File: src/design/bfa_pkg.sv
`timescale 1ns / 1ps
package bfa_pkg;

	localparam int MAX_FRAMES = 4096;
	localparam int LIST_MAX   = 64;
	localparam int FRAME_W    = 12;
	localparam int CNT_W      = 13;
	localparam int FOUND_W    = 7;
	localparam int WORD_W     = 32;
	localparam int NWORDS     = MAX_FRAMES / WORD_W;
	localparam int WIDX_W     = 7;

	localparam logic [2:0] KIND_ALLOC_ONE = 3'd0;
	localparam logic [2:0] KIND_ALLOC_RUN = 3'd1;
	localparam logic [2:0] KIND_MARK_USED = 3'd2;
	localparam logic [2:0] KIND_MARK_FREE = 3'd3;
	localparam logic [2:0] KIND_QUERY     = 3'd4;
	localparam logic [2:0] KIND_LIST      = 3'd5;

	typedef struct packed {
		logic [2:0]         kind;
		logic [FRAME_W-1:0] base_frame;
		logic [CNT_W-1:0]   frame_total;
	} req_t;

	typedef struct packed {
		logic [FRAME_W-1:0] frame;
		logic               frame_is_free;
		logic [FOUND_W-1:0] list_found;
		logic [CNT_W-1:0]   free_total;
		logic [CNT_W-1:0]   used_total;
		logic               last;
	} rsp_t;

endpackage

File: src/design/bfa_ram.sv
`timescale 1ns / 1ps
module bfa_ram #(
	parameter int WIDTH = 32,
	parameter int DEPTH = 128
) (
	input  logic                     clk,
	input  logic                     we,
	input  logic [$clog2(DEPTH)-1:0] waddr,
	input  logic [WIDTH-1:0]         wdata,
	input  logic [$clog2(DEPTH)-1:0] raddr,
	output logic [WIDTH-1:0]         rdata
);

	logic [WIDTH-1:0] mem [DEPTH];

	always_ff @(posedge clk) begin
		if (we) begin
			mem[waddr] <= wdata;
		end
		rdata <= mem[raddr];
	end

endmodule

File: src/design/bitmap_frame_allocator_top.sv
`timescale 1ns / 1ps
// channel   direction  handshake               payload
// req       in         req_valid / req_stall   req_t   (kind, base_frame, frame_total)
// rsp       out        rsp_valid / rsp_stall   rsp_t   (frame, ..., last)
// cfg       in         cfg_we                  cfg_wdata (frame_count)
//
// the used map sits in a 128 x 32 ram; each visited word goes through read, load,
// four 8-frame steps and write back. a query reads one word; a run allocation scans
// once, then marks its words. after reset and after every frame_count write a
// clearing pass over all 128 words runs while req_stall is high. a listing waits
// on rsp_stall for each listed frame.
module bitmap_frame_allocator_top import bfa_pkg::*; (
	input  logic             clk,
	input  logic             arst_n,
	input  logic             req_valid,
	output logic             req_stall,
	input  req_t             req,
	output logic             rsp_valid,
	input  logic             rsp_stall,
	output rsp_t             rsp,
	input  logic             cfg_we,
	input  logic [CNT_W-1:0] cfg_wdata
);

	typedef enum logic [6:0] {
		S_CLR  = 7'b0000001,
		S_IDLE = 7'b0000010,
		S_RD   = 7'b0000100,
		S_LD   = 7'b0001000,
		S_EX   = 7'b0010000,
		S_WB   = 7'b0100000,
		S_EMIT = 7'b1000000
	} state_t;

	state_t             state_q;
	logic [CNT_W-1:0]   fc_q, used_q, n_q;
	logic [WIDX_W-1:0]  widx_q;
	logic [4:0]         pos_q;
	logic [WORD_W-1:0]  word_q;
	logic [2:0]         kind_q;
	logic [FRAME_W-1:0] start_q, first_q, res_frame_q;
	logic [CNT_W:0]     end_q;
	logic [CNT_W-1:0]   run_q;
	logic [FOUND_W-1:0] found_q, cap_q;
	logic               res_free_q, done_q, dirty_q, marking_q;
	logic               rsp_valid_q;
	rsp_t               rsp_q;

	logic [CNT_W-1:0]   lim, freen;
	logic [WORD_W-1:0]  rdata, wdata;
	logic               ram_we;
	logic               slot_free, rsp_load;
	rsp_t               rsp_d;
	logic               accept;

	assign lim       = (fc_q > CNT_W'(MAX_FRAMES)) ? CNT_W'(MAX_FRAMES) : fc_q;
	assign freen     = lim - used_q;
	assign slot_free = !rsp_valid_q || !rsp_stall;
	assign req_stall = (state_q != S_IDLE);
	assign accept    = req_valid && (state_q == S_IDLE);
	assign rsp_valid = rsp_valid_q;
	assign rsp       = rsp_q;

	assign ram_we = (state_q == S_CLR) || (state_q == S_WB && dirty_q);
	assign wdata  = (state_q == S_CLR) ? '0 : word_q;

	bfa_ram #(.WIDTH(WORD_W), .DEPTH(NWORDS)) u_map (
		.clk   (clk),
		.we    (ram_we),
		.waddr (widx_q),
		.wdata (wdata),
		.raddr (widx_q),
		.rdata (rdata)
	);

	// one 8-frame step over the held word
	logic [WORD_W-1:0]  ex_w;
	logic [CNT_W-1:0]   ex_run;
	logic [FRAME_W-1:0] ex_first, ex_hit_f, ex_f;
	logic [2:0]         ex_hit_j;
	logic               ex_hit, ex_ok, ex_b;
	logic [3:0]         ex_inc, ex_dec;
	logic [4:0]         ex_bidx;
	logic               mark_mode, set_mode;
	logic [5:0]         ex_nxt;

	assign mark_mode = marking_q || kind_q == KIND_MARK_USED || kind_q == KIND_MARK_FREE;
	assign set_mode  = marking_q || kind_q != KIND_MARK_FREE;

	always_comb begin
		ex_w     = word_q;
		ex_run   = run_q;
		ex_first = first_q;
		ex_hit   = 1'b0;
		ex_hit_f = '0;
		ex_hit_j = '0;
		ex_inc   = '0;
		ex_dec   = '0;
		ex_bidx  = '0;
		ex_f     = '0;
		ex_ok    = 1'b0;
		ex_b     = 1'b0;
		for (int j = 0; j < 8; j++) begin
			ex_bidx = {pos_q[4:3], 3'(j)};
			ex_f    = {widx_q, ex_bidx};
			ex_ok   = {1'b0, ex_f} < lim;
			ex_b    = ex_w[ex_bidx];
			if (mark_mode) begin
				if (ex_ok && ex_f >= start_q && {2'b0, ex_f} < end_q) begin
					if (set_mode && !ex_b) begin
						ex_w[ex_bidx] = 1'b1;
						ex_inc        = ex_inc + 4'd1;
					end else if (!set_mode && ex_b) begin
						ex_w[ex_bidx] = 1'b0;
						ex_dec        = ex_dec + 4'd1;
					end
				end
			end else if (kind_q == KIND_ALLOC_RUN) begin
				if (!ex_hit && ex_ok && ex_f != '0) begin
					if (!ex_b) begin
						if (ex_run == '0) begin
							ex_first = ex_f;
						end
						ex_run = ex_run + CNT_W'(1);
						if (ex_run == n_q) begin
							ex_hit = 1'b1;
						end
					end else begin
						ex_run = '0;
					end
				end
			end else begin
				// single allocation and listing both look for the next free frame
				if (!ex_hit && ex_ok && ex_f != '0 && !ex_b && 3'(j) >= pos_q[2:0]) begin
					ex_hit   = 1'b1;
					ex_hit_f = ex_f;
					ex_hit_j = 3'(j);
				end
			end
		end
		if (kind_q == KIND_ALLOC_ONE && !mark_mode && ex_hit) begin
			ex_w[{pos_q[4:3], ex_hit_j}] = 1'b1;
		end
		if (kind_q == KIND_LIST && ex_hit) begin
			ex_nxt = {1'b0, pos_q[4:3], ex_hit_j} + 6'd1;
		end else begin
			ex_nxt = {1'b0, pos_q[4:3], 3'b000} + 6'd8;
		end
	end

	logic [WIDX_W:0] nb;
	logic [CNT_W-1:0] next_base;
	logic             scan_end;

	assign nb        = {1'b0, widx_q} + (WIDX_W+1)'(1);
	assign next_base = {nb, 5'b00000};
	assign scan_end  = (next_base >= lim) || (mark_mode && {1'b0, next_base} >= end_q);

	logic list_wait;
	assign list_wait = (state_q == S_EX) && kind_q == KIND_LIST && ex_hit
		&& found_q != '0 && !slot_free;

	always_comb begin
		rsp_load = 1'b0;
		rsp_d    = '0;
		rsp_d.frame      = res_frame_q;
		rsp_d.frame_is_free = res_free_q;
		rsp_d.list_found = found_q;
		rsp_d.free_total = freen;
		rsp_d.used_total = used_q;
		rsp_d.last       = 1'b1;
		if (state_q == S_EMIT && slot_free) begin
			rsp_load = 1'b1;
		end else if (state_q == S_EX && kind_q == KIND_LIST && ex_hit
				&& found_q != '0 && slot_free) begin
			// the held frame is not the final one
			rsp_load   = 1'b1;
			rsp_d.last = 1'b0;
		end
	end

	always_ff @(posedge clk or negedge arst_n) begin
		if (!arst_n) begin
			rsp_valid_q <= 1'b0;
		end else if (rsp_load) begin
			rsp_valid_q <= 1'b1;
		end else if (!rsp_stall) begin
			rsp_valid_q <= 1'b0;
		end
	end

	always_ff @(posedge clk) begin
		if (rsp_load) begin
			rsp_q <= rsp_d;
		end
	end

	always_ff @(posedge clk or negedge arst_n) begin
		if (!arst_n) begin
			state_q   <= S_CLR;
			fc_q      <= '0;
			used_q    <= '0;
			widx_q    <= '0;
			pos_q     <= '0;
			done_q    <= 1'b0;
			dirty_q   <= 1'b0;
			marking_q <= 1'b0;
			found_q   <= '0;
			run_q     <= '0;
		end else if (cfg_we) begin
			fc_q    <= cfg_wdata;
			used_q  <= '0;
			widx_q  <= '0;
			state_q <= S_CLR;
		end else begin
			case (state_q)
				S_CLR: begin
					widx_q <= widx_q + WIDX_W'(1);
					if (widx_q == WIDX_W'(NWORDS - 1)) begin
						state_q <= S_IDLE;
					end
				end
				S_IDLE: begin
					if (accept) begin
						kind_q      <= req.kind;
						start_q     <= req.base_frame;
						n_q         <= req.frame_total;
						end_q       <= {2'b00, req.base_frame} + {1'b0, req.frame_total};
						cap_q       <= (req.frame_total > CNT_W'(LIST_MAX))
							? FOUND_W'(LIST_MAX) : req.frame_total[FOUND_W-1:0];
						res_frame_q <= '0;
						res_free_q  <= 1'b0;
						found_q     <= '0;
						run_q       <= '0;
						first_q     <= '0;
						done_q      <= 1'b0;
						dirty_q     <= 1'b0;
						marking_q   <= 1'b0;
						pos_q       <= '0;
						widx_q      <= '0;
						state_q     <= S_EMIT;
						case (req.kind)
							KIND_ALLOC_ONE: begin
								if (lim != '0 && freen != '0) state_q <= S_RD;
							end
							KIND_ALLOC_RUN: begin
								if (lim != '0 && req.frame_total != '0
										&& freen >= req.frame_total) begin
									state_q <= S_RD;
								end
							end
							KIND_MARK_USED, KIND_MARK_FREE: begin
								widx_q <= req.base_frame[FRAME_W-1:5];
								if (req.frame_total != '0 && {1'b0, req.base_frame} < lim) begin
									state_q <= S_RD;
								end
							end
							KIND_QUERY: begin
								widx_q  <= req.base_frame[FRAME_W-1:5];
								state_q <= S_RD;
							end
							KIND_LIST: begin
								if (lim != '0 && req.frame_total != '0) state_q <= S_RD;
							end
							default: state_q <= S_EMIT;
						endcase
					end
				end
				S_RD: begin
					state_q <= S_LD;
				end
				S_LD: begin
					word_q <= rdata;
					if (kind_q == KIND_QUERY && !marking_q) begin
						res_free_q <= ({1'b0, start_q} < lim) && !rdata[start_q[4:0]];
						state_q    <= S_EMIT;
					end else begin
						state_q <= S_EX;
					end
				end
				S_EX: begin
					if (!list_wait) begin
						word_q <= ex_w;
						pos_q  <= ex_nxt[4:0];
						if (ex_nxt[5]) state_q <= S_WB;
						if (mark_mode) begin
							used_q  <= used_q + CNT_W'(ex_inc) - CNT_W'(ex_dec);
							dirty_q <= 1'b1;
						end else if (kind_q == KIND_ALLOC_RUN) begin
							run_q   <= ex_run;
							first_q <= ex_first;
							if (ex_hit) begin
								done_q  <= 1'b1;
								state_q <= S_WB;
							end
						end else if (kind_q == KIND_ALLOC_ONE) begin
							if (ex_hit) begin
								used_q      <= used_q + CNT_W'(1);
								dirty_q     <= 1'b1;
								res_frame_q <= ex_hit_f;
								done_q      <= 1'b1;
								state_q     <= S_WB;
							end
						end else if (ex_hit) begin
							res_frame_q <= ex_hit_f;
							found_q     <= found_q + FOUND_W'(1);
							if (found_q + FOUND_W'(1) == cap_q) begin
								state_q <= S_EMIT;
							end
						end
					end
				end
				S_WB: begin
					dirty_q <= 1'b0;
					pos_q   <= '0;
					if (done_q) begin
						if (kind_q == KIND_ALLOC_RUN && !marking_q) begin
							// run found: second pass marks it used
							marking_q   <= 1'b1;
							done_q      <= 1'b0;
							start_q     <= first_q;
							res_frame_q <= first_q;
							end_q       <= {2'b00, first_q} + {1'b0, n_q};
							widx_q      <= first_q[FRAME_W-1:5];
							state_q     <= S_RD;
						end else begin
							state_q <= S_EMIT;
						end
					end else if (scan_end) begin
						state_q <= S_EMIT;
					end else begin
						widx_q  <= nb[WIDX_W-1:0];
						state_q <= S_RD;
					end
				end
				S_EMIT: begin
					if (slot_free) state_q <= S_IDLE;
				end
				default: state_q <= S_CLR;
			endcase
		end
	end

	// a frame count write always restarts from an empty map
	assert property (@(posedge clk) disable iff (!arst_n)
		cfg_we |=> (state_q == S_CLR && used_q == '0))
		else $error("config write did not start clearing");

	assert property (@(posedge clk) disable iff (!arst_n)
		(state_q == S_IDLE) |-> (used_q <= lim))
		else $error("used count above managed frames");

	assert property (@(posedge clk) disable iff (!arst_n)
		(rsp_load && !rsp_d.last) |-> (kind_q == KIND_LIST && found_q != '0))
		else $error("non-final result outside a listing");

	assert property (@(posedge clk) disable iff (!arst_n)
		(kind_q == KIND_LIST && state_q != S_IDLE && state_q != S_CLR) |-> (found_q <= cap_q))
		else $error("listing went past its cap");

endmodule
File: config.mk
export PLATFORM = sky130hd
export DESIGN_NAME = bitmap_frame_allocator_top
export DESIGN_NICKNAME = d
export VERILOG_FILES = /design/src/design/bfa_pkg.sv /design/src/design/bfa_ram.sv /design/src/design/bitmap_frame_allocator_top.sv
export SDC_FILE = /design/constraint.sdc
export NUM_CORES = 2
export LEC_CHECK = 0
export BUFFER_PORTS_ARGS = -buffer_cell sky130_fd_sc_hd__buf_2
export CELL_PAD_IN_SITES_DETAIL_PLACEMENT = 1
export CELL_PAD_IN_SITES_GLOBAL_PLACEMENT = 2
export CORE_ASPECT_RATIO = 0.5
export CORE_MARGIN = 1.5
export CORE_UTILIZATION = 25
export CTS_BUF_LIST = sky130_fd_sc_hd__clkbuf_8
export DETAILED_ROUTE_END_ITERATION = 8
export MAX_ROUTING_LAYER = met4
export PLACE_DENSITY = 0.53
export SETUP_SLACK_MARGIN = 0.15
export SYNTH_ARGS = -nofsm -noshare
export SYNTH_HDL_FRONTEND = slang
export SYNTH_SLANG_ARGS = --single-unit
File: constraint.sdc
create_clock -name clk -period 36.1 [get_ports clk]
set_clock_uncertainty 0.2 [all_clocks]
set_input_delay 7.22 -clock clk [delete_from_list [all_inputs] [get_ports clk]]
set_output_delay 7.22 -clock clk [all_outputs]
set_load 0.05 [all_outputs]
======== Word-level counts from Yosys, hierarchy flattened ========
Memories as Yosys holds them, arrays and structs flattened. A register that Yosys moved wholly into a read port is not among the register bits.
Index checks and enable logic that the tools add are counted.
word-level totals
  memory bits (writable) .................. 4,096
  latch bits .............................. 0
  input bits .............................. 46
  bits in read-only memories .............. 0
  bits in registers ....................... 222
  memories ................................ 1
  logic and storage cells ................. 714
  output and inout bits ................... 49
cells by class
  bitwise gates (word level) .............. 26
  equality and inequality tests ........... 52
  div/mod/pow operators ................... 0
  reductions and logical operators ........ 153
  multiply operators ...................... 0
  muxes and demuxes ....................... 365
  magnitude comparators ................... 58
  add/subtract/negate cells ............... 33
  shift-type cells ........................ 0
memories
  name       depth  bits a word  rd ports  clocked after Yosys merged registers in  wr ports  line           source
  u_map.mem  128    32           1         1                                        1         bfa_ram.sv:14  logic [WIDTH-1:0] mem [DEPTH];
operators by type and width
  operator               count
  $mux 32                35
  $mux 12                51
  $mux 13                42
  $and 32x32->32         8
  $mux 7                 32
  $mux 4                 54
  $lt 12x13->1           10
  $add 13x1->13 const B  9
  $lt 12x14->1           8
  $eq 13x13->1           8
  $logic_not 13->1       8
  $ge 12x12->1           8
  $mux 1                 94
  $logic_and 1x1->1      84
  $or 32x32->32          2
  $pmux 32 s2            1
  $lt 5x6->1 const B     10
  $add 4x1->4 const B    14
  $mux 3                 18
  $pmux 7 s7             1
  $pmux 12 s2            2
  $ge 5x1->1 const B     9
  $mux 14                3
  $reduce_bool 13->1     3
  other kinds (80)       173

======== Longest topological paths before layout ========
  depth after elaboration ................. 71
  gate-level depth with buffers ........... 59
  gate-level depth less buffers ........... 52

======== Hierarchy ========
A second synthesis with hierarchy kept.
second synthesis, totals
  cells, all modules ...................... 9,250
  area total of the unflattened synthesis .. 182,563.8 µm²
modules (own cells, without submodules)
  module                      instances  area an instance (µm²)  cells each  sequential area each (µm²)
  bfa_ram                     1          156,294.9               5,989       123,638.6
  bitmap_frame_allocator_top  1          26,268.9                3,261       6,322.3

======== Worst setup path after synthesis ========
OpenSTA, ideal clock, no wires.
  path kind ............................... flip-flop to flip-flop
  from .................................... register pos_q[3]
  to ...................................... register rsp_q (netlist bit rsp[0]) (enable)
  setup time .............................. 0.473 ns
  data required time ...................... 35.427 ns
  period minus slack after synthesis ...... 15.776 ns
  path slack .............................. 20.324 ns
  cell stages (with the launch flop) ...... 58
  data arrival time ....................... 15.104 ns
  path buffers ............................ 8
  cell sequence ........................... dfrtp_1 > clkbuf_1 > clkbuf_1 > clkbuf_1 > inv_1 > ha_1 > o21ai_0 > a21oi_1 > or3_1 > a21oi_4 > a21oi_1 > inv_1 > ha_1 > and2_1 > a32o_1 > nand3_1 > or3_1 > a2111oi_2 > [... 22 more ...] > a2111oi_4 > and3_4 > buf_6 > nor2_1 > nand3_1 > o221a_2 > ha_1 > inv_1 > a21oi_1 > or4b_1 > or3_1 > o211ai_2 > a31oi_1 > o31a_1 > buf_6 > nand2_1 > nand3_1 > a22oi_1
on the way
  word-level cells in the longest chain between the ends .. 62
  elaborated cells on any way between the ends .. 240
  classes of those cells .................. 7 x add/sub; 22 x order compare; 7 x eq/ne; 121 x mux; 12 x bitwise; 71 x reduce/logical
ends and longest elaborated chain
  element                                                                line                               source
  start, declared                                                        bitmap_frame_allocator_top.sv:38   logic [4:0] pos_q;
  start signal, assigned                                                 bitmap_frame_allocator_top.sv:284  pos_q <= ex_nxt[4:0];
  parallel branches: the longest is 56 deep, another holds $lt 12x13->1  n/a
  $mux 1 (*)                                                             bitmap_frame_allocator_top.sv:108  if (mark_mode) begin
  $logic_and 1x1->1 (*)                                                  bitmap_frame_allocator_top.sv:174  end else if (state_q == S_EX && kind_q == KIND_LIST && ex_hit
  $logic_and 1x1->1 (*) (2 in a row)                                     bitmap_frame_allocator_top.sv:175  && found_q != '0 && slot_free) begin
  $mux 1 (*)                                                             bitmap_frame_allocator_top.sv:174
  $mux 1 (*)                                                             bitmap_frame_allocator_top.sv:172  if (state_q == S_EMIT && slot_free) begin
  via rsp_load                                                           bitmap_frame_allocator_top.sv:52   logic slot_free, rsp_load;
  end signal, assigned                                                   bitmap_frame_allocator_top.sv:194  rsp_q <= rsp_d;
  end, declared                                                          bitmap_frame_allocator_top.sv:47   rsp_t rsp_q;
Mark *: on every way through the listed nets, which the timed path passes. The select of a mux whose other input is x is not followed.
A chain may end at the register's enable or synchronous reset.

======== Worst setup path after layout ========
  from .................................... register fc_q[12]
  to ...................................... register first_q[4] (enable)
on the way
  word-level cells in the longest chain between the ends .. 63
  elaborated cells on any way between the ends .. 218
  classes of those cells .................. 7 x add/sub; 9 x order compare; 8 x eq/ne; 114 x mux; 12 x bitwise; 68 x reduce/logical
ends and longest elaborated chain
  element                                                                line                               source
  start, declared                                                        bitmap_frame_allocator_top.sv:36   logic [CNT_W-1:0] fc_q, used_q, n_q;
  start signal, assigned                                                 bitmap_frame_allocator_top.sv:211  fc_q <= cfg_wdata;
  $gt 13x13->1                                                           bitmap_frame_allocator_top.sv:56   assign lim = (fc_q > CNT_W'(MAX_FRAMES)) ? CNT_W'(MAX_FRAMES) : fc_q;
  $mux 13 (*)                                                            bitmap_frame_allocator_top.sv:56
  parallel branches: the longest is 55 deep, another holds $lt 12x13->1  n/a
  $mux 1 (*)                                                             bitmap_frame_allocator_top.sv:108
  $logic_and 1x1->1 (*)                                                  bitmap_frame_allocator_top.sv:160  assign list_wait = (state_q == S_EX) && kind_q == KIND_LIST && ex_hit
  $logic_and 1x1->1 (*) (2 in a row)                                     bitmap_frame_allocator_top.sv:161  && found_q != '0 && !slot_free;
  $ne 2x2->1 (no source line) (*)                                        n/a
  $reduce_and 7->1 (no source line) (*)                                  n/a
  end signal, assigned                                                   bitmap_frame_allocator_top.sv:291  first_q <= ex_first;
  end, declared                                                          bitmap_frame_allocator_top.sv:41   logic [FRAME_W-1:0] start_q, first_q, res_frame_q;
Every way passes the cells marked *. The select of a mux whose other input is x is not followed.

==> metrics.csv <==
metric,value,unit
p_per_area,59.9,nW/um^2
crit_slowest_cell,and2_1,
slowest_delay,0.64,ns
synth.distinct_cells,131,
clock_latency,1.32,ns
gr-usage-all-layers,20.8,%
worst_pin_slew,1.49,ns
syn2layout_area_growth,15.7,%
ir_drop,0.0371,mV
synth-async-reset-ratio,1.59,%
crit_family,simple AND/OR/NAND/NOR gates,
ioPinCount,95,
cp.depth,51,
critical_path.reg2reg.startpoint,fc_q[12],
finalWeightedCongestion,0.875,
wl_per_cell,34.2,um
status,"finished, violations left",
h-tree-depth,6,
drive_above_1_share,14.7,%
synth_edf_count,4249,
mostFrequentLayoutCells,"edfxtp_1 (4,249), a22oi_1 (1,583), clkbuf_8 (722)",
port_buffers,94,
drt_wl_total,737000,um
ys_seq_area_share,74.5,%
hpwl,459000,um
clock.fmax,0.0557,GHz
hold_buffers,0,
grt_max_degree,98,
finish.instance_area,202000,um^2
cap_violations,1,
combinationalPowerShare,18.8,%
dr.first_iter.drc_count,12900,
rows,216,
pwr-share-seq,48.4,%
yosys_warnings,0,
swShare,31.9,%
min-delay-start,res_frame_q[3],
rr_worst_depth,51,
grt_pass1_vias,115000,
viasPerCell,5.30,
die_area,703000,um^2
synth_nets,11300,
nets,11900,
cts_setup_buffers,0,
hp-class,reg -> reg,
die_w,1180,um
core,694000,um^2
via_count,114000,
ant_nets,0,
violations,"DRC, capacitance limit, slew limit",
period_share,49.7,%
start_util,25.2,%
cts.sinks,4350,
critPathRequiredTime,36.80,ns
clkTransAtPathRegs,0.06,ns
dpl-instance-area,189000,um^2
reg2reg_slack,18.15,ns
grt_setup_unrepaired,no,
hold_depth,0,
p_switching,0.00385,W
fp.dieH,594,um
finalCriticalPeriod,17.95,ns
r2r-end,first_q[4],
cts_buffers,703,
cts_root_buf,clkbuf_8,
slew_viol_final,1,
cellInternalPower,0.00823,W
cts_resized,0,
cp-start-kind,flip-flop,
crit_type,reg -> reg,
slew_headroom,-0.688,%
min_to,rsp[38],
cp.arrival,18.65,ns
setup_viol,0,
ys.flop_type,edfxtp_1,
hold_viol,0,
first_pass_iters,7,
path_max_fanout,16,
post-route-drc-count,2,
ys_seq_elements,4350,
setup_tns,0,ns
path_buf_inv,6,
grt_pass1_wl,1000000,um
end_kind,flip-flop,
antenna_found_initial,68,
cts_buffer_depth,4,
layout_commonest_cell,edfxtp_1,
cts_tree,yes,
synth_area_per_cell,15.8,um^2
syn_area,175000,um^2
leakagePower,62.8,nW
synth_cells,11000,
overflow,0,
pwr-share-clk,32.8,%
flip-flops by register name (all words and copies together), names as in the netlist, 3 cells and up:
register and cells:
u_map.mem 4096, rsp 47, u_map.rdata 32, word_q 32
end_q 14, fc_q 13, n_q 13, run_q 13
used_q 13, first_q 12, res_frame_q 12, start_q 12
cap_q 7, found_q 7, state_q 7, widx_q 7
pos_q 5, kind_q 3
worst reg2reg max path, delay by kind of cell (launching register included):
family | cells | cell delay (ns)
compound gates | 19 | 6.00
flops | 1 | 0.54
simple gates | 20 | 7.72
fa+ha+maj | 5 | 1.51
xor+xnor | 1 | 0.23
buf+inv | 6 | 1.40
cell usage after synthesis (172+ instances only):
library cell / instances / area share (%)
nand4_1: 268 / 0.96
a21oi_1: 247 / 0.71
a22o_1: 251 / 1.3
edfxtp_1: 4249 / 73
inv_1: 172 / 0.37
a22oi_1: 1584 / 6.8
a221oi_1: 259 / 1.3
nor2_1: 439 / 0.94
nand2_1: 368 / 0.79
ha_1: 180 / 1.3
clkbuf_1: 527 / 1.1
o21ai_0: 279 / 0.80
final cells by class:
cell class | count | area [um^2]
flip-flops and latches | 4350 | 130000
diodes | 64 | 160
fillers | 72900 | 492000
well taps | 9265 | 11600
inverters | 181 | 679
repair buffers | 584 | 4400
clock buffers | 722 | 9940
multi-input cells | 5811 | 42600
clock inverters | 541 | 2530
logic make-up after synthesis:
logic type,share of synthesized area [%]
flip-flops,74.5
XOR/XNOR,1.08
multiplexers,0.726
adder cells (fa/ha/maj),1.38
AO/OA/AOI/OAI,15.0
AND/OR/NAND/NOR,5.47
buffers and inverters,1.93
per-stage QoR:
step | total power, W | hold WS (ns) | cells | util (%) | worst slack, ns
global route | 0.0125 | 0.210 | 21500 | 29.1 | 17.19
floorplan | 0.00699 | 0.200 | 11000 | - | 20.32
global placement | 0.00819 | 0.209 | 20200 | 27.3 | 18.61
finish | 0.0121 | 0.201 | 21500 | 29.1 | 18.15
detailed placement | 0.00821 | 0.207 | 20200 | 27.3 | 18.47
CTS | 0.0122 | 0.187 | 21500 | 29.1 | 18.37
worst max-delay path by stage:
stage	slack [ns]	end	start
final	18.15	first_q[4]	fc_q[12]
after global placement	18.61	first_q[9]	fc_q[12]
after floorplan	20.32	rsp[0]	pos_q[3]
after global routing	17.19	first_q[4]	fc_q[12]
after CTS	18.37	first_q[4]	fc_q[12]
after detailed placement	18.47	first_q[6]	fc_q[12]
power by group through the flow:
stage / Combinational [W] / Clock [W] / Sequential [W]
after floorplan: 0.00105 / 0 / 0.00594
after global placement: 0.00224 / 0 / 0.00595
after detailed placement: 0.00226 / 0 / 0.00595
after CTS: 0.00226 / 0.00405 / 0.00585
after global routing: 0.00237 / 0.00424 / 0.00585
final: 0.00227 / 0.00396 / 0.00585
metal layers:
metal	wire length, um	vias up	track usage [%]
li1	-	47100	-
met1	324000	61700	28.1
met2	342000	4352	32.4
met3	45200	939	2.77
met4	25600	0	6.46
met5	0	-	-
Power figures use the tool's default switching activity.
